--- src/rtl/core/rc5_block_encrypt_assert.svh ---
// Assertion macros for the RC5 block.
`ifndef RC5_BLOCK_ENCRYPT_ASSERT_SVH
`define RC5_BLOCK_ENCRYPT_ASSERT_SVH

// Same-cycle implication.
`define RC5_ASSERT_NOW(lbl, ante, cons) \
  lbl: assert property (@(posedge clk) disable iff (!rst_n) (ante) |-> (cons)) \
    else $error("rc5 assertion failed");

// Next-cycle implication.
`define RC5_ASSERT_NEXT(lbl, ante, cons) \
  lbl: assert property (@(posedge clk) disable iff (!rst_n) (ante) |=> (cons)) \
    else $error("rc5 assertion failed");

`endif

--- src/rtl/core/rc5_pkg.sv ---
package rc5_pkg;

  localparam int WORD_W     = 32;
  localparam int ROUNDS_DEF = 12;
  localparam int KEY_WORDS  = 26;
  localparam int KEY_IDX_W  = 7;
  localparam int ROT_W      = 5;

  typedef logic [WORD_W-1:0]    word_t;
  typedef logic [KEY_IDX_W-1:0] key_idx_t;

  typedef enum logic [1:0] {
    ST_IDLE,
    ST_RUN,
    ST_DONE
  } seq_state_t;

  typedef struct packed {
    logic ready;
    logic load;
    logic step;
    logic push;
  } seq_ctl_t;

  // Expanded key schedule; indexes past the table read as zero.
  function automatic word_t key_at(key_idx_t idx);
    word_t k;
    unique case (idx)
      7'd0:    k = 32'hA9915556;
      7'd1:    k = 32'h48E44110;
      7'd2:    k = 32'h9F32308F;
      7'd3:    k = 32'h27F41D3E;
      7'd4:    k = 32'hCF4F3523;
      7'd5:    k = 32'hEAC3C6B4;
      7'd6:    k = 32'hE9EA5E03;
      7'd7:    k = 32'hE5974BBA;
      7'd8:    k = 32'h334D7692;
      7'd9:    k = 32'h2C6BCF2E;
      7'd10:   k = 32'h0DC53B74;
      7'd11:   k = 32'h995C92A6;
      7'd12:   k = 32'h7E4F6D77;
      7'd13:   k = 32'h1EB2B79F;
      7'd14:   k = 32'h1D348D89;
      7'd15:   k = 32'hED641354;
      7'd16:   k = 32'h15E04A9D;
      7'd17:   k = 32'h488DA159;
      7'd18:   k = 32'h647817D3;
      7'd19:   k = 32'h8CA0BC20;
      7'd20:   k = 32'h9264F7FE;
      7'd21:   k = 32'h91E78C6C;
      7'd22:   k = 32'h5C9A07FB;
      7'd23:   k = 32'hABD4DCCE;
      7'd24:   k = 32'h6416F98D;
      7'd25:   k = 32'h6642AB5B;
      default: k = '0;
    endcase
    return k;
  endfunction

  function automatic word_t rotl(word_t x, logic [ROT_W-1:0] r);
    logic [2*WORD_W-1:0] t;
    t = {x, x} << r;
    return t[2*WORD_W-1:WORD_W];
  endfunction

endpackage

--- src/rtl/core/rc5_round.sv ---
module rc5_round (
  input  rc5_pkg::word_t a,
  input  rc5_pkg::word_t b,
  input  rc5_pkg::word_t key_a,
  input  rc5_pkg::word_t key_b,
  output rc5_pkg::word_t a_out,
  output rc5_pkg::word_t b_out
);

  rc5_pkg::word_t a_mid;

  assign a_mid = rc5_pkg::rotl(a ^ b, b[rc5_pkg::ROT_W-1:0]) + key_a;
  assign a_out = a_mid;
  assign b_out = rc5_pkg::rotl(b ^ a_mid, a_mid[rc5_pkg::ROT_W-1:0]) + key_b;

endmodule

--- config.mk ---
export PLATFORM = sky130hd
export DESIGN_NAME = rc5_round
export DESIGN_NICKNAME = d
export VERILOG_FILES = /design/src/rtl/core/rc5_block_encrypt_assert.svh /design/src/rtl/core/rc5_pkg.sv /design/src/rtl/core/rc5_round.sv
export SDC_FILE = /design/constraint.sdc
export NUM_CORES = 1
export LEC_CHECK = 0
export BUFFER_PORTS_ARGS = -buffer_cell sky130_fd_sc_hd__buf_2
export CAP_MARGIN = 10
export CELL_PAD_IN_SITES_DETAIL_PLACEMENT = 0
export CELL_PAD_IN_SITES_GLOBAL_PLACEMENT = 1
export CORE_ASPECT_RATIO = 1.4
export CORE_MARGIN = 1.5
export CORE_UTILIZATION = 35
export DETAILED_ROUTE_END_ITERATION = 12
export PLACE_DENSITY_LB_ADDON = 0.2
export RECOVER_POWER = 100
export SLEW_MARGIN = 20
export SYNTH_ARGS = -nofsm -noshare
export SYNTH_HDL_FRONTEND = slang
export SYNTH_SLANG_ARGS = --single-unit
--- constraint.sdc ---
create_clock -name vclk -period 16.1
set_input_delay 3.22 -clock vclk [all_inputs]
set_output_delay 3.22 -clock vclk [all_outputs]
set_load 0.005 [all_outputs]
# Yosys cells after proc, flatten, opt, wreduce, memory -nomap -nowiden
# Cells that the tools add are included.
# W data, S select, Z words.
# op_classes
addsub	2
mul	0
div	0
n_lt_le_gt_ge	0
n_eq_ne	0
shifts	2
n_mux	0
bitwise	2
n_reduce_logical	0
# ops
op	n
$shl A64 B5 Y64	2
$add A32 B32 Y32	2
$xor A32 B32 Y32	2
# totals
reg_bits	0
latch_bits	0
ram_bits	0
mem_bits_ro	0
input_bits	128
elab_cells	6
memories	0

# Longest topological paths before layout
# Gate-level depths: netlist of the first run.
# logic_depth
word_depth	6
mapped_depth	39

# Worst setup path after synthesis of the first run
# Ideal clock, no wire load.
# synth_path
path_kind	input to output
start	in b[1]
end	out b_out[30]
arrival_time_ns	10.191
setup_slack_ns	2.689
cell_stages	29
n_path_buf	3
path_cell_list	clkbuf_1 > buf_1 > buf_1 > mux2i_1 > a21oi_1 > mux4_2 > ha_1 > a21oi_1 > o211ai_1 > a41oi_1 > o22ai_1 > a211oi_1 > xnor3_1 > mux4_2 > o21ai_1 > mux2i_1 > mux2_2 > ha_1 > nor2b_1 > o21ai_0 > a21oi_1 > o21ai_0 > a31oi_1 > o221ai_1 > o21ai_0 > nor4_1 > o31ai_1 > o41ai_1 > xnor2_1
# synth_between
elab_chain_len	6
# synth_lines
element	line_no	text
start: declaration	rc5_round.sv:3	input rc5_pkg::word_t b,
$xor A32 B32 Y32	rc5_round.sv:12	assign a_mid = rc5_pkg::rotl(a ^ b, b[rc5_pkg::ROT_W-1:0]) + key_a;
$shl A64 B5 Y64	rc5_pkg.sv:62	t = {x, x} << r;
$add A32 B32 Y32	rc5_round.sv:12	
$xor A32 B32 Y32	rc5_round.sv:14	assign b_out = rc5_pkg::rotl(b ^ a_mid, a_mid[rc5_pkg::ROT_W-1:0]) + key_b;
$shl A64 B5 Y64 *	rc5_pkg.sv:62	
$add A32 B32 Y32 *	rc5_round.sv:14	
end: declaration	rc5_round.sv:7	output rc5_pkg::word_t b_out
# Mark *: on every way between the ends. The rest lies on a longest branch, timed or not.

# Worst setup path in the final report of the first run
# layout_path
start	in b[0]
end	out b_out[30]
# The elaborated chain is that of the path after synthesis.

==> metrics.txt, run 1 <==
Post-Synthesis Cells=1182; WP data required=12880 ps; die area=0.02601 sq mm; vias in the first global route=9404; Setup Buffers After CTS=0; initial core utilization=0.3564; Critical Path Fanout Max=39; WP data arrival=12190 ps; total power=2.161 mW; Yosys cell types=82; 1st-pass router iterations=7; via count=9626; fin crit period=15410 ps; Ports=192; wire per inst=22.01 um; Worst setup SP type=input pin; Die Height=190.2 um; most frequent cell after synthesis=nor2_1; fin crit share=0.9573; failing checks=capacitance limit, slew limit; Die X=136.7 um; leakage=4.575 nW; fin. max-slew vios=42; number of buffers added on ports=192; post-synthesis sequential area ratio=0; Synth area leader=mux4_2; GR Overflow Total=0; min-delay worst type=input pin to output port; # rows=68; Final Hold Viols=0; Max IR drop VDD=188.3 uV; Max Fclk=64.88 MHz; Via density=5.902; Yosys Warn Count=0; core area=0.02459 sq mm; share of cells above drive strength 1=0.2014; HPWL after DPL=30760 um; Net Count, Synth=1379; layout sequential cell count=0; WS Path Type=input pin to output port; setup TNS=0 ps; clock buffer count=0; Max Cap Viol=1; CP Capture Type=output port; status=finished, violations left; Residual DRC=0; Sequential Area=0 sq um; Layout Area Growth over Synthesis=13.14%; most frequent cells after synthesis=157 x nor2_1, 117 x a21oi_1, 90 x nand2_1; GRT Total Usage=0.2682; ranking of synthesized cells by area=mux4_2 11%, ha_1 9.6%, mux2i_1 8.7%; RSZ-0062 raised after global routing=false; Final #Nets=1515; # diodes=0; GPL Wtd Cong=1.001; worst slew pin tran=1779 ps; Synth top area share=0.1079; first-pass GRT wire length=53010 um; crit path max-delay cell type=mux4_2; final setup vio count=0; Synth Cell Area=0.008763 sq mm; largest net degree at the start of global routing=42; antenna violations before repair=1; CP peak stage delay=540 ps; power per cell area=218.0 mW/mm^2; initial DRC count=517; Routed WL=35900 um; post-route ant nets=0; relative slew slack=-0.1861; Mean Syn Cell Area=7.414 sq um
[per-stage QoR]
stage | std cells | setup slack, ps | util | hold WS [ps] | instance area, sq um
floorplan | 1182 | 2689 | - | 6559 | 8763
global placement | 1631 | 517.3 | 0.4052 | 6740 | 9963
detailed placement | 1631 | 507.1 | 0.4052 | 6739 | 9963
CTS | 1631 | 455.8 | 0.4052 | 6742 | 9963
global route | 1631 | 44.02 | 0.4032 | 6787 | 9915
finish | 1631 | 687.6 | 0.4032 | 6758 | 9915
[cell type report]
class	count	area, sq um
fillers	2644	14670
multi-input cells	1056	8262
repair buffers	213	1080
well taps	315	394.1
inverters	47	178.9
[layout by cell type (no fill, tap or decap), drive strengths merged, types with 16 or more instances in the layout]
cell type,instances
mux2i,76
a21o,29
nand2,90
xnor2,67
mux4,42
inv,45
a211oi,17
ha,67
clkbuf,48
nor2,157
nand3,18
mux2,20
buf,165
a21oi,119
a31oi,16
xor2,35
o21ai,61
[repair_timing]
item,4_1_cts,5_1_grt
gates resized for setup,0,3
setup endpoints to repair,0,2
hold buffers,0,0
[logic make-up (layout without fill, tap and decap cells)]
family | after synthesis | in the layout | share of synthesized area
compound gates | 369 | 369 | 0.2791
fa+ha+maj | 69 | 69 | 0.1002
simple gates | 356 | 356 | 0.1823
xor+xnor | 124 | 124 | 0.1603
mux | 138 | 138 | 0.2204
buf+inv | 126 | 260 | 0.05754
[final timing paths]
path,startpoint,to,slack [ps],depth (start not counted)
setup / recovery,b[0],b_out[30],690,32
hold / removal,key_b[0],b_out[0],6760,3
[metal layers]
metal  vias up  GRT usage  part of all wire
met5         -          0           0.00036
met4         2     0.1588             0.070
met3        78    0.01808             0.041
met2       333     0.5033              0.52
met1      4552     0.2891              0.37
li1       4661          -                 -
[worst max-delay path, delay by kind of cell]
kind,cells,cell delay [ps]
mux,5,1930
xor+xnor,2,550
simple gates,3,550
fa+ha+maj,2,740
buf+inv,3,860
compound gates,17,4350
[where the power goes]
part           internal, mW  switching, mW  leakage (nW)
clock                     0              0             0
sequential                0              0             0
combinational         0.935           1.23          4.58
total                 0.935           1.23          4.58
Note: power is estimated with default switching activity, not from simulation.
==> inputs of run 2 (changes only) <==
--- a/config.mk
+++ b/config.mk
@@ -11,7 +11,7 @@
 export CELL_PAD_IN_SITES_GLOBAL_PLACEMENT = 1
 export CORE_ASPECT_RATIO = 1.4
 export CORE_MARGIN = 1.5
-export CORE_UTILIZATION = 35
+export CORE_UTILIZATION = 42
 export DETAILED_ROUTE_END_ITERATION = 12
 export PLACE_DENSITY_LB_ADDON = 0.2
 export RECOVER_POWER = 100
==> run 2 against run 1 <==
  * The flow still finishes with violations (capacitance limit, slew limit)
  * Sequential cell count unchanged
  * Maximum frequency decreased by 0.44%
  * Routed wire length decreased by 3.6%
  * Final area down 0.95%
  * Combinational power hardly changed
  * Count of clock-buffer cells in the layout unchanged
  * Sequential share of layout area is the same
  * Setup slack got worse by 68 ps
  * First-iteration DRC count is 10% higher
  * Non-clock buffer count shrank 2
  * Die area down 16%
  * Critical path type unchanged
  * Largest power group unchanged
  * Highest routed layer is now met4
==> metrics.txt, run 2 (synthesis gave the netlist of run 1 again) <==
status=finished, violations left; failing checks=capacitance limit, slew limit; 1st-pass router iterations=5; GR Overflow Total=0; Non-Filler Instances=1570; design area=0.009821 sq mm; crit path max-delay cell type=buf_2; fin crit period=15480 ps; min-delay worst type=input pin to output port; WS Path Type=input pin to output port; Worst setup SP type=input pin; layout sequential cell count=0; post-route ant nets=0; Die Height=173.9 um; # diodes=0; RSZ-0062 raised after global routing=false; Ports=192; Crit path top cell by count=o21ai_0; CP peak stage delay=520 ps; largest net degree at the start of global routing=42; Max Fclk=64.60 MHz; Via density=6.149; final core utilization=0.4795; wire per inst=22.05 um; # hold bufs at CTS=0; core area=0.02048 sq mm; Critical Path Fanout Max=39; CP Capture Type=output port; GPL Wtd Cong=0.9674; Die X=125.1 um; number of buffers added on ports=192; WP data arrival=12260 ps; worst slew pin tran=1735 ps; worst setup margin=619.5 ps; Max Cap Viol=1; die area=0.02175 sq mm; Area after DPL=0.009874 sq mm; Max IR drop VDD=174.8 uV; via count=9654; WP data required=12880 ps; Placed Cells=1570; setup TNS=0 ps; Setup Buffers After CTS=0; Residual DRC=0; Fill cells=2185; Layout Area Growth over Synthesis=12.06%; share of cells above drive strength 1=0.2024; Routed WL=34620 um; HPWL after DPL=29420 um; power per cell area=218.8 mW/mm^2; clock buffer count=0; WHS=6766 ps; initial DRC count=570; fin. max-slew vios=42; first-pass GRT wire length=51830 um; pre-CTS WS=660.6 ps; initial core utilization=0.4279; final setup vio count=0; Sequential Area=0 sq um; commonest non-fill, non-tap cell in the layout=nor2_1; GRT Total Usage=0.3030; Final #Nets=1513; Final Hold Viols=0; vias in the first global route=9462; leakage=4.562 nW; Post-CTS Resized=0; most frequent cells in the layout=157 x nor2_1, 151 x buf_2, 117 x a21oi_1, 90 x nand2_1, 76 x mux2i_1; total power=2.149 mW; relative slew slack=-0.1570; fin crit share=0.9615; # rows=62; antenna violations before repair=0
==> run 2: cell count changes in the layout (fill, tap and decap cells not counted), moves of 2 or more <==
| cell | delta |
|---|---|
| clkbuf_2 | -2 |
| clkbuf_1 | -2 |
| buf_4 | -3 |
| buf_2 | +5 |
==> run 2: worst max-delay path, delay by kind of cell <==
kind,cells,cell delay (ps)
AOI/OAI and AO/OA,15,3590
muxes,6,2490
buffers and inverters,6,1490
adders and majority gates,2,670
and+or+nand+nor,2,490
xor gates and xnor gates,2,290
==> run 2: final timing paths <==
kind	startpoint	end	slack [ps]	cells after the start
hold / removal	key_b[0]	b_out[0]	6770	3
setup / recovery	b[0]	b_out[30]	620	33
==> run 2: report_power, final <==
group | switching, mW | internal (mW) | total [mW]
Combinational | 1.22 | 0.931 | 2.15
Sequential | 0 | 0 | 0
Clock | 0 | 0 | 0
==> run 2: final cells by class <==
cell class | instances | area (sq um) | share of cell area
Multi-Input combinational cell | 1056 | 8260 | 0.8411
Timing Repair Buffer | 211 | 1061 | 0.1080
Tap cell | 256 | 320.3 | 0.03262
Inverter | 47 | 178.9 | 0.01822
==> run 2: per-layer routing <==
metal / global-route usage / up-vias / wire (um)
met4: 0.1870 / 0 / 2533
met5: 0 / - / 0
met3: 0.02062 / 92 / 1626
met1: 0.3270 / 4518 / 12620
li1: - / 4681 / -
met2: 0.5694 / 363 / 17840
==> inputs of run 3 (changes only) <==
--- a/config.mk
+++ b/config.mk
@@ -11,7 +11,7 @@
 export CELL_PAD_IN_SITES_GLOBAL_PLACEMENT = 1
 export CORE_ASPECT_RATIO = 1.4
 export CORE_MARGIN = 1.5
-export CORE_UTILIZATION = 42
+export CORE_UTILIZATION = 40
 export DETAILED_ROUTE_END_ITERATION = 12
 export PLACE_DENSITY_LB_ADDON = 0.2
 export RECOVER_POWER = 100
==> run 3 against run 2 <==
  * The run now ends clean
  * Die area up 4.9%
  * Non-clock buffer count decreased by 1
  * Hold slack worse by 8.2 ps
  * Largest cell class unchanged
  * Highest routed layer unchanged
==> metrics.txt, run 3 (synthesis gave the netlist of run 1 again) <==
status=complete, no violations; largest net degree at the start of global routing=42; fin crit share=0.9568; GRT Total Usage=0.3001; initial core utilization=0.4102; via count=9700; WP data arrival=12180 ps; Worst setup SP type=input pin; Net Sw Power=1.235 mW; min-delay src=key_b[0]; Net Sw Frac=0.5696; relative slew slack=0.02200; initial DRC count=533; GR Overflow Total=0; CP peak stage delay=550 ps; HPWL after DPL=29950 um; Pint=0.9331 mW; Combinational Power Share=1.000; antenna violations before repair=0; core area=0.02136 sq mm; setup TNS=0 ps; clock buffer count=0; Layout Area Growth over Synthesis=12.62%; Final Hold Viols=0; wire per inst=22.16 um; layout sequential cell count=0; Setup Buffers After CTS=0; min-delay worst type=input pin to output port; Max IR drop VDD=176.8 uV; crit path max-delay cell type=mux4_2; first-pass GRT wire length=52430 um; commonest non-fill, non-tap cell in the layout=nor2_1; leakage=4.566 nW; WP data required=12880 ps; Area after DPL=0.009912 sq mm; WS Path Type=input pin to output port; post-route ant nets=0; worst hold path cell count=3; Die X=128.1 um; Worst Hold Path EP=b_out[0]; sequential power share=0; Clk pwr share=0; # hold bufs at CTS=0; 1st-pass router iterations=5; Fill cells=2292; vias in the first global route=9389; Max Cap Viol=0; Sequential Area=0 sq um; Residual DRC=0; fin crit period=15400 ps; Final #Nets=1512; die area=0.02282 sq mm; GPL Wtd Cong=0.9989; # diodes=0; CP Capture Type=output port; Die Height=178.1 um; final setup vio count=0; Max Fclk=64.92 MHz; Via density=6.044; fin. max-slew vios=0; design area=0.009869 sq mm; number of buffers added on ports=192; # rows=63; RSZ-0062 raised after global routing=false; share of cells above drive strength 1=0.2026; Ports=192; most frequent cells in the layout=157 x nor2_1, 155 x buf_2, 117 x a21oi_1, 90 x nand2_1, 76 x mux2i_1; power per cell area=219.7 mW/mm^2; Critical Path Fanout Max=39; WHS=6758 ps; worst slew pin tran=1467 ps; Routed WL=35560 um
## run 3: cell count changes in the layout (fill, tap and decap cells not counted), sizes merged
cell and change:
clkbuf -3, buf +2
## run 3: stage by stage
step,total power [mW],setup WS (ps),std cells,utilization
global placement,2.176,703.0,1605,0.4640
detailed placement,2.169,558.5,1605,0.4640
global route,2.366,63.74,1605,0.4620
floorplan,1.495,2689,1182,-
CTS,2.186,536.0,1605,0.4640
finish,2.168,695.7,1605,0.4620
## run 3: worst max-delay path by stage
stage,from,end,slack [ps]
floorplan,b[1],b_out[30],2690
global placement,b[0],b_out[30],700
detailed placement,b[0],b_out[30],560
CTS,b[0],b_out[30],540
global route,b[0],b_out[30],60
finish,b[0],b_out[30],700
## run 3: layout make-up
type               count  area, sq um  share of cell area
inverters             47        178.9             0.01813
multi-input cells   1056         8269              0.8379
well taps            292        365.4             0.03702
repair buffers       210         1056              0.1070
## run 3: metal layers
layer / global-route usage / vias up / part of all wire
met5: 0 / - / 0
met4: 0.1433 / 0 / 0.055
met3: 0.01710 / 75 / 0.047
met2: 0.5820 / 358 / 0.53
met1: 0.3283 / 4608 / 0.37
li1: - / 4659 / -
## run 3: power by group through the flow
stage          registers, mW  clock network (mW)  logic, mW
6_report                   0                   0       2.17
5_1_grt                    0                   0       2.37
4_1_cts                    0                   0       2.19
3_5_place_dp               0                   0       2.17
3_3_place_gp               0                   0       2.18
2_1_floorplan              0                   0       1.50
## run 3: repair_timing
item / in CTS / in global routing
endpoints found under the hold margin: 0 / 0
resized for setup: 0 / 3
setup endpoints to repair: 0 / 1
## run 3: worst max-delay path, delay by kind of cell
family / cells / cell delay (ps)
buffers and inverters: 4 / 1080
muxes: 3 / 1090
AOI/OAI and AO/OA: 17 / 4410
adders and majority gates: 3 / 900
and+or+nand+nor: 5 / 990
xor gates and xnor gates: 2 / 480
