### src/rtl/core/rc5_block_encrypt_assert.svh
// Assertion macros for the RC5 block.
`ifndef RC5_BLOCK_ENCRYPT_ASSERT_SVH
`define RC5_BLOCK_ENCRYPT_ASSERT_SVH

// Same-cycle implication.
`define RC5_ASSERT_NOW(lbl, ante, cons) \
  lbl: assert property (@(posedge clk) disable iff (!rst_n) (ante) |-> (cons)) \
    else $error("rc5 assertion failed");

// Next-cycle implication.
`define RC5_ASSERT_NEXT(lbl, ante, cons) \
  lbl: assert property (@(posedge clk) disable iff (!rst_n) (ante) |=> (cons)) \
    else $error("rc5 assertion failed");

`endif

### src/rtl/core/rc5_pkg.sv
package rc5_pkg;

  localparam int WORD_W     = 32;
  localparam int ROUNDS_DEF = 12;
  localparam int KEY_WORDS  = 26;
  localparam int KEY_IDX_W  = 7;
  localparam int ROT_W      = 5;

  typedef logic [WORD_W-1:0]    word_t;
  typedef logic [KEY_IDX_W-1:0] key_idx_t;

  typedef enum logic [1:0] {
    ST_IDLE,
    ST_RUN,
    ST_DONE
  } seq_state_t;

  typedef struct packed {
    logic ready;
    logic load;
    logic step;
    logic push;
  } seq_ctl_t;

  // Expanded key schedule; indexes past the table read as zero.
  function automatic word_t key_at(key_idx_t idx);
    word_t k;
    unique case (idx)
      7'd0:    k = 32'hA9915556;
      7'd1:    k = 32'h48E44110;
      7'd2:    k = 32'h9F32308F;
      7'd3:    k = 32'h27F41D3E;
      7'd4:    k = 32'hCF4F3523;
      7'd5:    k = 32'hEAC3C6B4;
      7'd6:    k = 32'hE9EA5E03;
      7'd7:    k = 32'hE5974BBA;
      7'd8:    k = 32'h334D7692;
      7'd9:    k = 32'h2C6BCF2E;
      7'd10:   k = 32'h0DC53B74;
      7'd11:   k = 32'h995C92A6;
      7'd12:   k = 32'h7E4F6D77;
      7'd13:   k = 32'h1EB2B79F;
      7'd14:   k = 32'h1D348D89;
      7'd15:   k = 32'hED641354;
      7'd16:   k = 32'h15E04A9D;
      7'd17:   k = 32'h488DA159;
      7'd18:   k = 32'h647817D3;
      7'd19:   k = 32'h8CA0BC20;
      7'd20:   k = 32'h9264F7FE;
      7'd21:   k = 32'h91E78C6C;
      7'd22:   k = 32'h5C9A07FB;
      7'd23:   k = 32'hABD4DCCE;
      7'd24:   k = 32'h6416F98D;
      7'd25:   k = 32'h6642AB5B;
      default: k = '0;
    endcase
    return k;
  endfunction

  function automatic word_t rotl(word_t x, logic [ROT_W-1:0] r);
    logic [2*WORD_W-1:0] t;
    t = {x, x} << r;
    return t[2*WORD_W-1:WORD_W];
  endfunction

endpackage

### src/rtl/core/rc5_seq.sv
module rc5_seq #(
  parameter int ROUNDS = rc5_pkg::ROUNDS_DEF,
  parameter int RND_W  = $clog2(ROUNDS + 1)
) (
  input  logic             clk,
  input  logic             rst_n,
  input  logic             in_fire,
  input  logic             out_free,
  output rc5_pkg::seq_ctl_t ctl,
  output logic [RND_W-1:0] round_idx
);

  rc5_pkg::seq_state_t state_r, state_nxt;
  logic [RND_W-1:0]    round_r, round_nxt;

  always_ff @(posedge clk) begin
    if (!rst_n) begin
      state_r <= rc5_pkg::ST_IDLE;
      round_r <= '0;
    end else begin
      state_r <= state_nxt;
      round_r <= round_nxt;
    end
  end

  always_comb begin
    state_nxt = state_r;
    round_nxt = round_r;
    ctl       = '0;
    unique case (state_r)
      rc5_pkg::ST_IDLE: begin
        ctl.ready = 1'b1;
        if (in_fire) begin
          ctl.load  = 1'b1;
          round_nxt = RND_W'(1);
          state_nxt = rc5_pkg::ST_RUN;
        end
      end
      rc5_pkg::ST_RUN: begin
        ctl.step  = 1'b1;
        round_nxt = round_r + RND_W'(1);
        if (round_r == RND_W'(ROUNDS)) begin
          state_nxt = rc5_pkg::ST_DONE;
        end
      end
      rc5_pkg::ST_DONE: begin
        if (out_free) begin
          ctl.push  = 1'b1;
          state_nxt = rc5_pkg::ST_IDLE;
        end
      end
      default: state_nxt = rc5_pkg::ST_IDLE;
    endcase
  end

  assign round_idx = round_r;

endmodule

### config.mk
export PLATFORM = sky130hd
export DESIGN_NAME = rc5_seq
export DESIGN_NICKNAME = d
export VERILOG_FILES = /design/src/rtl/core/rc5_block_encrypt_assert.svh /design/src/rtl/core/rc5_pkg.sv /design/src/rtl/core/rc5_seq.sv
export SDC_FILE = /design/constraint.sdc
export NUM_CORES = 1
export LEC_CHECK = 0
export BUFFER_PORTS_ARGS = -buffer_cell sky130_fd_sc_hd__buf_2
export CORE_AREA = 10 10 47 49
export CTS_BUF_LIST = sky130_fd_sc_hd__clkbuf_16
export CTS_CLUSTER_SIZE = 16
export DETAILED_ROUTE_END_ITERATION = 8
export DIE_AREA = 0 0 57 59
export GPL_TIMING_DRIVEN = 0
export HOLD_SLACK_MARGIN = 0.12
export PLACE_DENSITY = 0.46
export REMOVE_ABC_BUFFERS = 1
export SETUP_SLACK_MARGIN = 0.5
export SKIP_LAST_GASP = 1
export SLEW_MARGIN = 5
export SYNTH_ARGS = -nofsm -noshare
export SYNTH_HDL_FRONTEND = slang
export SYNTH_SLANG_ARGS = --single-unit
### constraint.sdc
create_clock -name clk -period 3.25 [get_ports clk]
set_input_delay 0.4875 -clock clk [delete_from_list [all_inputs] [get_ports clk]]
set_output_delay 0.4875 -clock clk [all_outputs]
set_load 0.05 [all_outputs]
Word-level counts from Yosys, hierarchy flattened. Cells that the tools add are included.

Equality and inequality tests: 6. Mux-type cells: 11. Reduce and logical (&&, ||, !) cells: 4. Add/subtract/negate cells: 1.

Operators by type and width (number): $mux W2 (4); $pmux W4 S2 (1); $ne A2 B2 Y1 const B (3); $pmux W2 S3 (1); $add A4 B1 Y4 const B (1); $eq A4 B4 Y1 const B (1); $mux W1 (4); $mux W4 (1); $reduce_and A3 Y1 (1); $eq A2 B1 Y1 const B (1); $eq A2 B2 Y1 const B (1); $logic_not A2 Y1 (1); $reduce_and A2 Y1 (1); $reduce_bool A2 Y1 (1).

Flip-flop bits (word level): 6. Output and inout port bits: 8.

Logic depth before layout (Yosys ltp). Gate-level depths: netlist of the first run.

Depth in word-level cells: 3. Depth in mapped cells: 4. Gate-level depth less buffers: 4.

Least setup slack after synthesis of the first run. OpenSTA, ideal clock, no wires.

Kind: input-to-output. Start: input out_free. End: output ctl[0] in the netlist's numbering. Data required time: 2.762 ns. Cell stages on the path: 2. Buffers on the path: 0. Data arrival time: 1.179 ns. Setup slack: 1.583 ns. Cells stage by stage: nand2_1 nor2_1.

RTL lines: start: declaration (RTL line rc5_seq.sv:8) `input logic out_free,`; end: declaration (RTL line rc5_seq.sv:9) `output rc5_pkg::seq_ctl_t ctl,`.

==> out/qor.yml, run 1 <==
timing:
  rsz0062_at_grt: "no"
  tns_ps: 0
  hold_slack_ps: 495
  fin_skew_ps: 1.03
  hold_viol: 0
  relSlewSlack_pct: 80.6
  worst_slack_ps: 1520
  min_period_ps: 1730
  final_max_slew_viol_count: 0
  tightest_slew_ps: 290
  report.final.setup_viol: 0
  fmax_ghz: 0.579
  fin_crit_sh_pct: 53.2
logic_synthesis:
  synth_area_leader_cell: "dfxtp_1"
  synth_edf_count: 0
  synth-simple-area-share_pct: 28.0
  synth_compound_area_share_pct: 19.8
  synthCells: 39
  ys_types: 21
  ys.flop_type: "dfxtp_1"
  yosysMostFrequentCell: "dfxtp_1"
  synth.area.top_cells: "dfxtp_1 36%, ha_1 7.5%, nor2_1 5.6%"
  ys_async_sr_fraction_pct: 0
  synth_top_family_by_area: "simple AND/OR/NAND/NOR gates"
  synth_fa_ha_area_share_pct: 7.46
  netlist_area_um2: 335
  synthMuxAreaShare_pct: 0
  ys_ff_latch: 6
  synth_warnings: 0
  synthTopCellsByCount: "6 x dfxtp_1, 5 x nor2_1, 4 x nand2_1, 3 x inv_1"
  yosysSeqAreaShare_pct: 35.8
  yosys.area_share.xor_xnor_pct: 0
  yosysTopAreaCellShare_pct: 35.8
  syn_area_per_cell_um2: 8.60
clock_tree:
  worstSkewPairLatency_ps: 230
  cts_resized: 0
  cts_hold_buf: 0
  root_buffer: "clkbuf_16"
  cts_tree: "done"
  cts_max_level: 1
  cts_setup_buffers: 0
  clockBufferDepth: 2
  cts_sinks: 6
  clk_pin_slew_worst_paths_ps: 30
  numCtsBuffers: 3
power:
  p_sw_share_pct: 23.2
  leakage_nw: 0.208
  p_seq_share_pct: 25.6
  clkPwrFrac_pct: 62.8
  pwr-share-comb_pct: 11.6
  p_total_uw: 320
  p_switching_uw: 74.3
  internal_power_uw: 246
  p_per_area_nw_per_um2: 687
  ir_drop_mv: 0.239
global_route:
  grt_first_pass_wirelength_mm: 1.48
  grt_pass1_vias: 321
  track_usage_pct: 5.98
  grt.overflow.total: 0
  antenna_found_initial: 0
  grt_max_degree: 10
drt:
  drt-pass1-iter-count: 4
  wire_per_inst_um: 13.4
  antenna_left: 0
  drt_iter0_drc: 6
  wl_um: 897
  post-route-drc-count: 0
  via_per_inst: 4.69
  vias: 314
worst_setup_path:
  cp-start-kind: "flop"
  path_cells: "nor2b_4 > buf_2"
  worst_path_max_delay_cell: "dfxtp_1"
  path_delay_family: "flip-flops"
  criticalPathCategory: "reg -> out"
  cp-end-kind: "output pin"
  crit_path_max_incr_delay_ps: 480
  cp_max_fo: 9
  cp_num_buf_inv: 1
  required_ps: 2760
  arrival_ps: 1240
floorplanning:
  core-area_um2: 1400
  dieArea_um2: 3360
  placementRows: 14
  ios: 12
  start_util_pct: 23.9
  die_h_um: 59
  dieWidth_um: 57
final_layout:
  drive_above_1_share_pct: 31.4
  postLayoutCoreUtil_pct: 33.3
  seq_area_um2: 120
  syn_to_final_growth_pct: 39.2
  finalNonFillerCells: 67
  nFillCells: 162
  multi_input_area_um2: 185
  fin_nets: 59
  fin_area_um2: 467
  num_antenna_cells: 0
outcome:
  outcome: "finished, final reports clean"
place:
  hpwl_um: 640
  place_ws_ps: 1740
  gp_congestion: 0.750
  place_inst: 64
  place_area_um2: 392
  portBuffers: 11
hold_path:
  min_path_type: "in -> reg"
run:
  max_cap_viol_count: 0
==> worst reg2reg max path: stages, from the launching register on <==
cell and delay (ps):
dfxtp_1 480, nor2b_4 250, or3b_1 370, a31oi_1 160
==> cell families (layout without fill, tap and decap cells) <==
logic type	count (synthesis)	in the layout
and+or+nand+nor	17	17
AOI/OAI and AO/OA	9	9
DFF	6	6
buffers and inverters	5	17
adders and majority gates	2	2
==> final timing paths <==
check	start	end	slack, ps	cells after the start
worst max-delay path	state_r[0]	ctl[1]	1520	2
worst min-delay path	rst_n	state_r[0]	500	3
worst max register to register	state_r[0]	round_idx[3]	1920	3
worst min register to register	round_idx[3]	state_r[0]	550	1
==> power by group through the flow <==
| stage | clock (mW) | sequential [mW] | combinational (mW) |
|---|---|---|---|
| after floorplan | 0 | 0.0888 | 0.0213 |
| after global placement | 0 | 0.0831 | 0.0378 |
| after detailed placement | 0 | 0.0831 | 0.0377 |
| after CTS | 0.202 | 0.0820 | 0.0380 |
| after global routing | 0.209 | 0.0829 | 0.0403 |
| final | 0.201 | 0.0819 | 0.0372 |
==> final cells by class <==
type	count	area share, %
clock buffers	3	16.1
well taps	16	4.29
repair buffers	11	11.8
multi-input cells	28	39.7
inverters	3	2.41
flip-flops and latches	6	25.7
==> cells in the final DEF (no fill, tap or decap), types with 2 or more instances in the layout <==
cell | netlist | final
a41oi_1 | 2 | 2
buf_2 | 0 | 11
clkbuf_16 | 0 | 3
dfxtp_1 | 6 | 6
ha_1 | 2 | 2
inv_1 | 3 | 3
nand2_1 | 4 | 4
nand3_1 | 2 | 2
nor2_1 | 5 | 5
nor3b_1 | 2 | 2
==> flip-flops by register name (all words and copies together) (netlist names) <==
name,flops
round_idx,4
state_r,2
==> metal layers <==
metal | wire, um | GRT usage, % | share of wire [%]
met2 | 302 | 6.67 | 34
met3 | 103 | 4.29 | 11
met1 | 454 | 6.47 | 51
met5 | 0 | 0 | 0
met4 | 37 | 7.05 | 4.1
No activity file was read; power rests on OpenSTA's default activity.
==> run 2: changes to the inputs <==
--- a/config.mk
+++ b/config.mk
@@ -13,7 +13,7 @@
 export DIE_AREA = 0 0 57 59
 export GPL_TIMING_DRIVEN = 0
 export HOLD_SLACK_MARGIN = 0.12
-export PLACE_DENSITY = 0.46
+export PLACE_DENSITY = 0.48
 export REMOVE_ABC_BUFFERS = 1
 export SETUP_SLACK_MARGIN = 0.5
 export SKIP_LAST_GASP = 1
==> constraint.sdc (replaced) <==
create_clock -name clk -period 1.4 [get_ports clk]
set_input_delay 0.21 -clock clk [delete_from_list [all_inputs] [get_ports clk]]
set_output_delay 0.21 -clock clk [all_outputs]
set_load 0.05 [all_outputs]
==> run 2 against run 1 <==
- core utilization up 21 points
- hold slack worse by 280 ps
- global-route usage up 1.1 points
- final area up 62%
- sequential power up 130%
- clock-buffer cell count unchanged
- combinational power rose to 4.7 times the previous value
==> out/qor.yml, run 2 (same netlist as run 1, synthesis figures left out) <==
worst_setup_path:
  r2r-start: "state_r[0]"
  crit_end: "ctl[1]"
  startpoint: "state_r[0]"
  cp-end-kind: "output pin"
  arrival_ps: 990  # -250 ps
  cp_max_fo: 6  # -3
  cp-start-kind: "flop"
  reg2reg_setup_slack_ps: 240  # -1680 ps
  required_ps: 1190  # -1570 ps
  r2r_cells: 3  # unchanged
  rr_endpoint: "round_idx[3]"
  criticalPathCategory: "reg -> out"
drt:
  drt-pass1-iter-count: 2  # -2
  wl_mm: 1.12  # +25%
  wire_per_inst_um: 14.6  # +9.0%
  vias: 371  # +18%
  antenna_left: 0  # unchanged
  post-route-drc-count: 0  # unchanged
  via_per_inst: 4.82  # +2.8%
  drt_iter0_drc: 5  # -1
floorplanning:
  placementRows: 14  # unchanged
  dieArea_um2: 3360  # unchanged
  start_util_pct: 23.9  # unchanged
  die_h_um: 59  # unchanged
  ios: 12  # unchanged
  core-area_um2: 1400  # unchanged
  dieWidth_um: 57  # unchanged
timing:
  relSlewSlack_pct: 84.1  # +3.5 points
  hold_slack_ps: 212  # -283 ps
  hold_viol: 0  # unchanged
  min_period_ps: 1200
  final_max_slew_viol_count: 0  # unchanged
  rsz0062_at_grt: "yes"
  fin_crit_sh_pct: 85.7
  fin_skew_ps: 4.85  # +3.82 ps
  tns_ps: 0  # unchanged
  report.final.setup_viol: 0  # unchanged
  fmax_ghz: 0.833
  tightest_slew_ps: 237  # -52.7 ps
final_layout:
  syn_to_final_growth_pct: 126
  largest_reg_flops: 4  # unchanged
  drive_above_1_share_pct: 77.0  # +46 points
  layout_commonest_cell: "buf_4"
  fin_nets: 69  # +17%
  mostFrequentLayoutCells: "8 x buf_4, 6 x dfxtp_4, 5 x buf_8"
  nFillCells: 120  # -26%
  num_antenna_cells: 0  # unchanged
clock_tree:
  cts_max_level: 1  # unchanged
  cts_hold_buf: 0  # unchanged
  cts_tree: "done"
  numCtsBuffers: 3  # unchanged
  clk_pin_slew_worst_paths_ps: 40  # about the same
  root_buffer: "clkbuf_16"
  clockBufferDepth: 2  # unchanged
  cts_sinks: 6  # unchanged
  worstSkewPairLatency_ps: 230  # about the same
run:
  max_cap_viol_count: 0  # unchanged
power:
  p_total_uw: 839  # +160%
  ir_drop_mv: 0.792  # +230%
  leakage_nw: 0.305  # +46%
  p_per_area_nw_per_um2: 1110  # +61%
place:
  portBuffers: 11  # unchanged
  hpwl_um: 616  # -3.7%
  gp_congestion: 0.715  # -4.7%
global_route:
  grt.overflow.total: 0  # unchanged
  grt_pass1_vias: 384  # +20%
  grt_first_pass_wirelength_mm: 1.71  # +15%
  track_usage_pct: 7.04  # +1.1 points
  antenna_found_initial: 0  # unchanged
  grt_max_degree: 7  # -3
outcome:
  outcome: "finished, final reports clean"
hold_path:
  min_path_type: "in -> reg"
[run 2: changes by cell type in the layout (fill, tap and decap cells not counted), sizes merged]
cell | previous run | this run
buf | 11 | 21
[run 2: cell type report]
cell class	count	area (um2)	share of cell area, %
Timing Repair Buffer	21	224	29.5
Sequential cell	6	143	18.8
Multi-Input combinational cell	28	280	37.0
Clock buffer	3	75.1	9.90
Inverter	3	16.3	2.15
Tap cell	16	20.0	2.64
[run 2: stage by stage]
step | area [um2] | std cells | utilization, % | setup WS (ps)
global placement | 392 | 64 | 27.9 | 93.6
global route | 758 | 77 | 54.1 | 165
detailed placement | 392 | 64 | 27.9 | 99.6
finish | 758 | 77 | 54.1 | 200
floorplan | 317 | 37 | - | -400
CTS | 664 | 73 | 47.4 | 206
[run 2: critical path: stages (launching register included)]
cell	delay (ps)
dfxtp_4	380
nor2b_4	210
buf_8	160
[run 2: metal layers]
metal / vias to the layer above / wire, um / track usage (%)
met5: - / 0 / 0
met3: 5 / 75 / 5.36
met1: 180 / 407 / 5.21
met4: 0 / 35 / 6.04
met2: 8 / 605 / 11.8
li1: 178 / - / -
[run 2: power breakdown]
| part | internal, mW | switching [mW] | leakage, nW | total, mW |
|---|---|---|---|---|
| registers | 0.172 | 0.0158 | 0.0533 | 0.188 |
| clock network | 0.368 | 0.108 | 0.0370 | 0.475 |
| logic | 0.0870 | 0.0880 | 0.214 | 0.175 |
[run 2: worst min-delay path by stage]
| stage | cells past startpoint | startpoint | to |
|---|---|---|---|
| floorplan | 2 | rst_n | state_r[0] |
| global placement | 3 | rst_n | state_r[0] |
| detailed placement | 3 | rst_n | state_r[0] |
| CTS | 3 | rst_n | state_r[0] |
| global route | 3 | rst_n | state_r[0] |
| finish | 3 | rst_n | state_r[0] |
[run 2: timing repair]
item	in CTS	in global routing
setup endpoints to repair	14	14
pin swaps	10	5
gates resized for setup	46	14
cloned	0	0
buffers inserted	6	4
==> run 3: changes to the inputs <==
--- a/config.mk
+++ b/config.mk
@@ -14,7 +14,6 @@
 export GPL_TIMING_DRIVEN = 0
 export HOLD_SLACK_MARGIN = 0.12
 export PLACE_DENSITY = 0.48
-export REMOVE_ABC_BUFFERS = 1
 export SETUP_SLACK_MARGIN = 0.5
 export SKIP_LAST_GASP = 1
 export SLEW_MARGIN = 5
==> run 3 against run 2 <==
- first-iteration DRC count rose by 20%
- maximum frequency fell by 4.4%
- routed wire length fell by 2.8%
- clock-buffer cell count did not move
- die area did not move
- cell count rose by 1.3%
- power fell by 0.19%
- core utilization fell by 0.71 points
- sequential power barely moved
- hold slack improved by 17 ps
- critical path type unchanged
- critical endpoint is now ctl[2]
- highest routed layer unchanged
==> out/qor.yml, run 3 (same netlist as run 1, synthesis figures left out) <==
outcome:
  outcome: "finished, final reports clean"
clock_tree:
  root_buffer: "clkbuf_16"
  numCtsBuffers: 3  # unchanged
  clockBufferDepth: 2  # unchanged
  cts_tree: "done"
  clk_pin_slew_worst_paths_ps: 30  # about the same
  cts_hold_buf: 0  # unchanged
  cts_sinks: 6  # unchanged
  cts_max_level: 1  # unchanged
  worstSkewPairLatency_ps: 230  # about the same
drt:
  via_per_inst: 4.78  # -0.75%
  drt-pass1-iter-count: 3  # +1
  wl_mm: 1.09  # -2.8%
  antenna_left: 0  # unchanged
  wire_per_inst_um: 14.0  # -4.0%
  drt_iter0_drc: 6  # +1
  vias: 373  # +0.54%
  post-route-drc-count: 0  # unchanged
final_layout:
  nFillCells: 125  # +4.2%
  largest_reg_flops: 4  # unchanged
  mostFrequentLayoutCells: "7 x buf_8, 6 x buf_4, 5 x buf_6, 5 x dfxtp_4"
  drive_above_1_share_pct: 75.8  # -1.2 points
  syn_to_final_growth_pct: 123
  num_antenna_cells: 0  # unchanged
  layout_commonest_cell: "buf_8"
  fin_nets: 69  # unchanged
  finalNonFillerCells: 78  # +1.3%
power:
  pwr-share-comb_pct: 20.9  # about the same
  p_seq_share_pct: 22.1  # -0.3 points
  p_per_area_nw_per_um2: 1120  # +1.1%
  p_switching_uw: 208  # -1.7%
  p_sw_share_pct: 24.8  # -0.38 points
  clkPwrFrac_pct: 57.0  # +0.3 points
  ir_drop_mv: 0.798  # +0.77%
  internal_power_uw: 629  # +0.33%
  leakage_nw: 0.308  # +1.1%
timing:
  tightest_slew_ps: 250  # +12.6 ps
  fin_crit_sh_pct: 89.7  # +4.0 points
  relSlewSlack_pct: 83.3  # -0.84 points
  rsz0062_at_grt: "yes"
  fin_skew_ps: 0.908  # -3.94 ps
  hold_viol: 0  # unchanged
  min_period_ps: 1260  # +55.9 ps
  report.final.setup_viol: 0  # unchanged
  final_max_slew_viol_count: 0  # unchanged
  tns_ps: 0  # unchanged
  fmax_ghz: 0.796  # -4.4%
floorplanning:
  ios: 12  # unchanged
  placementRows: 14  # unchanged
  dieWidth_um: 57  # unchanged
  start_util_pct: 23.9  # unchanged
  dieArea_um2: 3360  # unchanged
  core-area_um2: 1400  # unchanged
  die_h_um: 59  # unchanged
global_route:
  grt_pass1_vias: 387  # +0.78%
  grtUsageMet1_pct: 6.49  # +1.3 points
  grt.overflow.total: 0  # unchanged
  grt_max_degree: 7  # unchanged
  gr-usage-met2_pct: 11.6  # -0.16 points
  track_usage_pct: 6.81  # -0.22 points
  antenna_found_initial: 0  # unchanged
  met3_usage_pct: 2.79  # -2.6 points
  grt_busiest_layer: "met2"
  grt_first_pass_wirelength_mm: 1.79  # +4.9%
worst_setup_path:
  cp-end-kind: "output pin"
  cp_num_buf_inv: 2  # +1
  cp_max_fo: 6  # unchanged
  crit_path_max_incr_delay_ps: 310  # -70 ps
  required_ps: 1190  # about the same
  criticalPathCategory: "reg -> out"
  worst_path_max_delay_cell: "dfxtp_2"
  cp-start-kind: "flop"
  path_delay_family: "flip-flops"
  arrival_ps: 1050  # +60 ps
  path_cells: "buf_6 > nor2_4 > and2_4 > buf_8"
hold_path:
  min_path_type: "in -> reg"
place:
  portBuffers: 11  # unchanged
  gp_congestion: 0.737  # +3.1%
  hpwl_um: 624  # +1.3%
  place_inst: 66  # +3.1%
logic_synthesis:
  syn-num-nets: 45
run:
  max_cap_viol_count: 0  # unchanged
run 3: changes by cell type in the layout (fill, tap and decap cells not counted), sizes merged:
cell / delta
inv: +1
run 3: repair_timing:
action	CTS	global route
pin swaps	10	5
endpoints found under the hold margin	0	0
gates resized for setup	41	6
setup buffers	7	1
endpoints found under the setup margin	14	14
run 3: cell type report:
| class | instances | area, um2 | area share (%) |
|---|---|---|---|
| inverters | 3 | 11.3 | 1.51 |
| multi-input cells | 28 | 277 | 37.0 |
| clock inverters | 1 | 3.75 | 0.502 |
| well taps | 16 | 20.0 | 2.68 |
| repair buffers | 19 | 199 | 26.6 |
| clock buffers | 3 | 75.1 | 10.0 |
| plain buffers | 2 | 22.5 | 3.01 |
| flip-flops and latches | 6 | 140 | 18.7 |
run 3: power by group through the flow:
| stage | Clock (mW) | Combinational [mW] | Sequential, mW |
|---|---|---|---|
| global route | 0.501 | 0.182 | 0.187 |
| CTS | 0.484 | 0.160 | 0.184 |
| floorplan | 0 | 0.0636 | 0.204 |
| global placement | 0 | 0.104 | 0.189 |
| finish | 0.477 | 0.175 | 0.185 |
| detailed placement | 0 | 0.103 | 0.189 |
run 3: worst paths after layout:
path / startpoint / to / slack, ps / depth (start not counted)
min reg2reg: round_idx[3] / round_idx[3] / 550 / 2
max: state_r[0] / ctl[2] / 140 / 4
min: rst_n / state_r[0] / 230 / 3
max reg2reg: state_r[0] / round_idx[3] / 220 / 4
run 3: per-layer routing:
layer	vias to the layer above	share of wire (%)
li1	183	-
met1	183	37
met2	5	57
met3	2	4.4
met4	0	1.3
met5	-	0
run 3: metrics by stage:
stage | cell area (um2) | hold slack (ps) | setup slack [ps] | util [%] | power [mW]
after CTS | 718 | 221 | 144 | 51.2 | 0.827
final | 748 | 230 | 144 | 53.4 | 0.837
after global placement | 429 | 461 | 204 | 30.6 | 0.293
after global routing | 748 | 240 | 112 | 53.4 | 0.870
after floorplan | 354 | 322 | 70.1 | - | 0.268
after detailed placement | 429 | 460 | 194 | 30.6 | 0.291
run 3: worst register-to-register path, stage by stage (launching register included):
cell     delay [ps]
dfxtp_2         310
buf_6           120
nor2b_4         190
or3b_1          360
a31oi_1         120
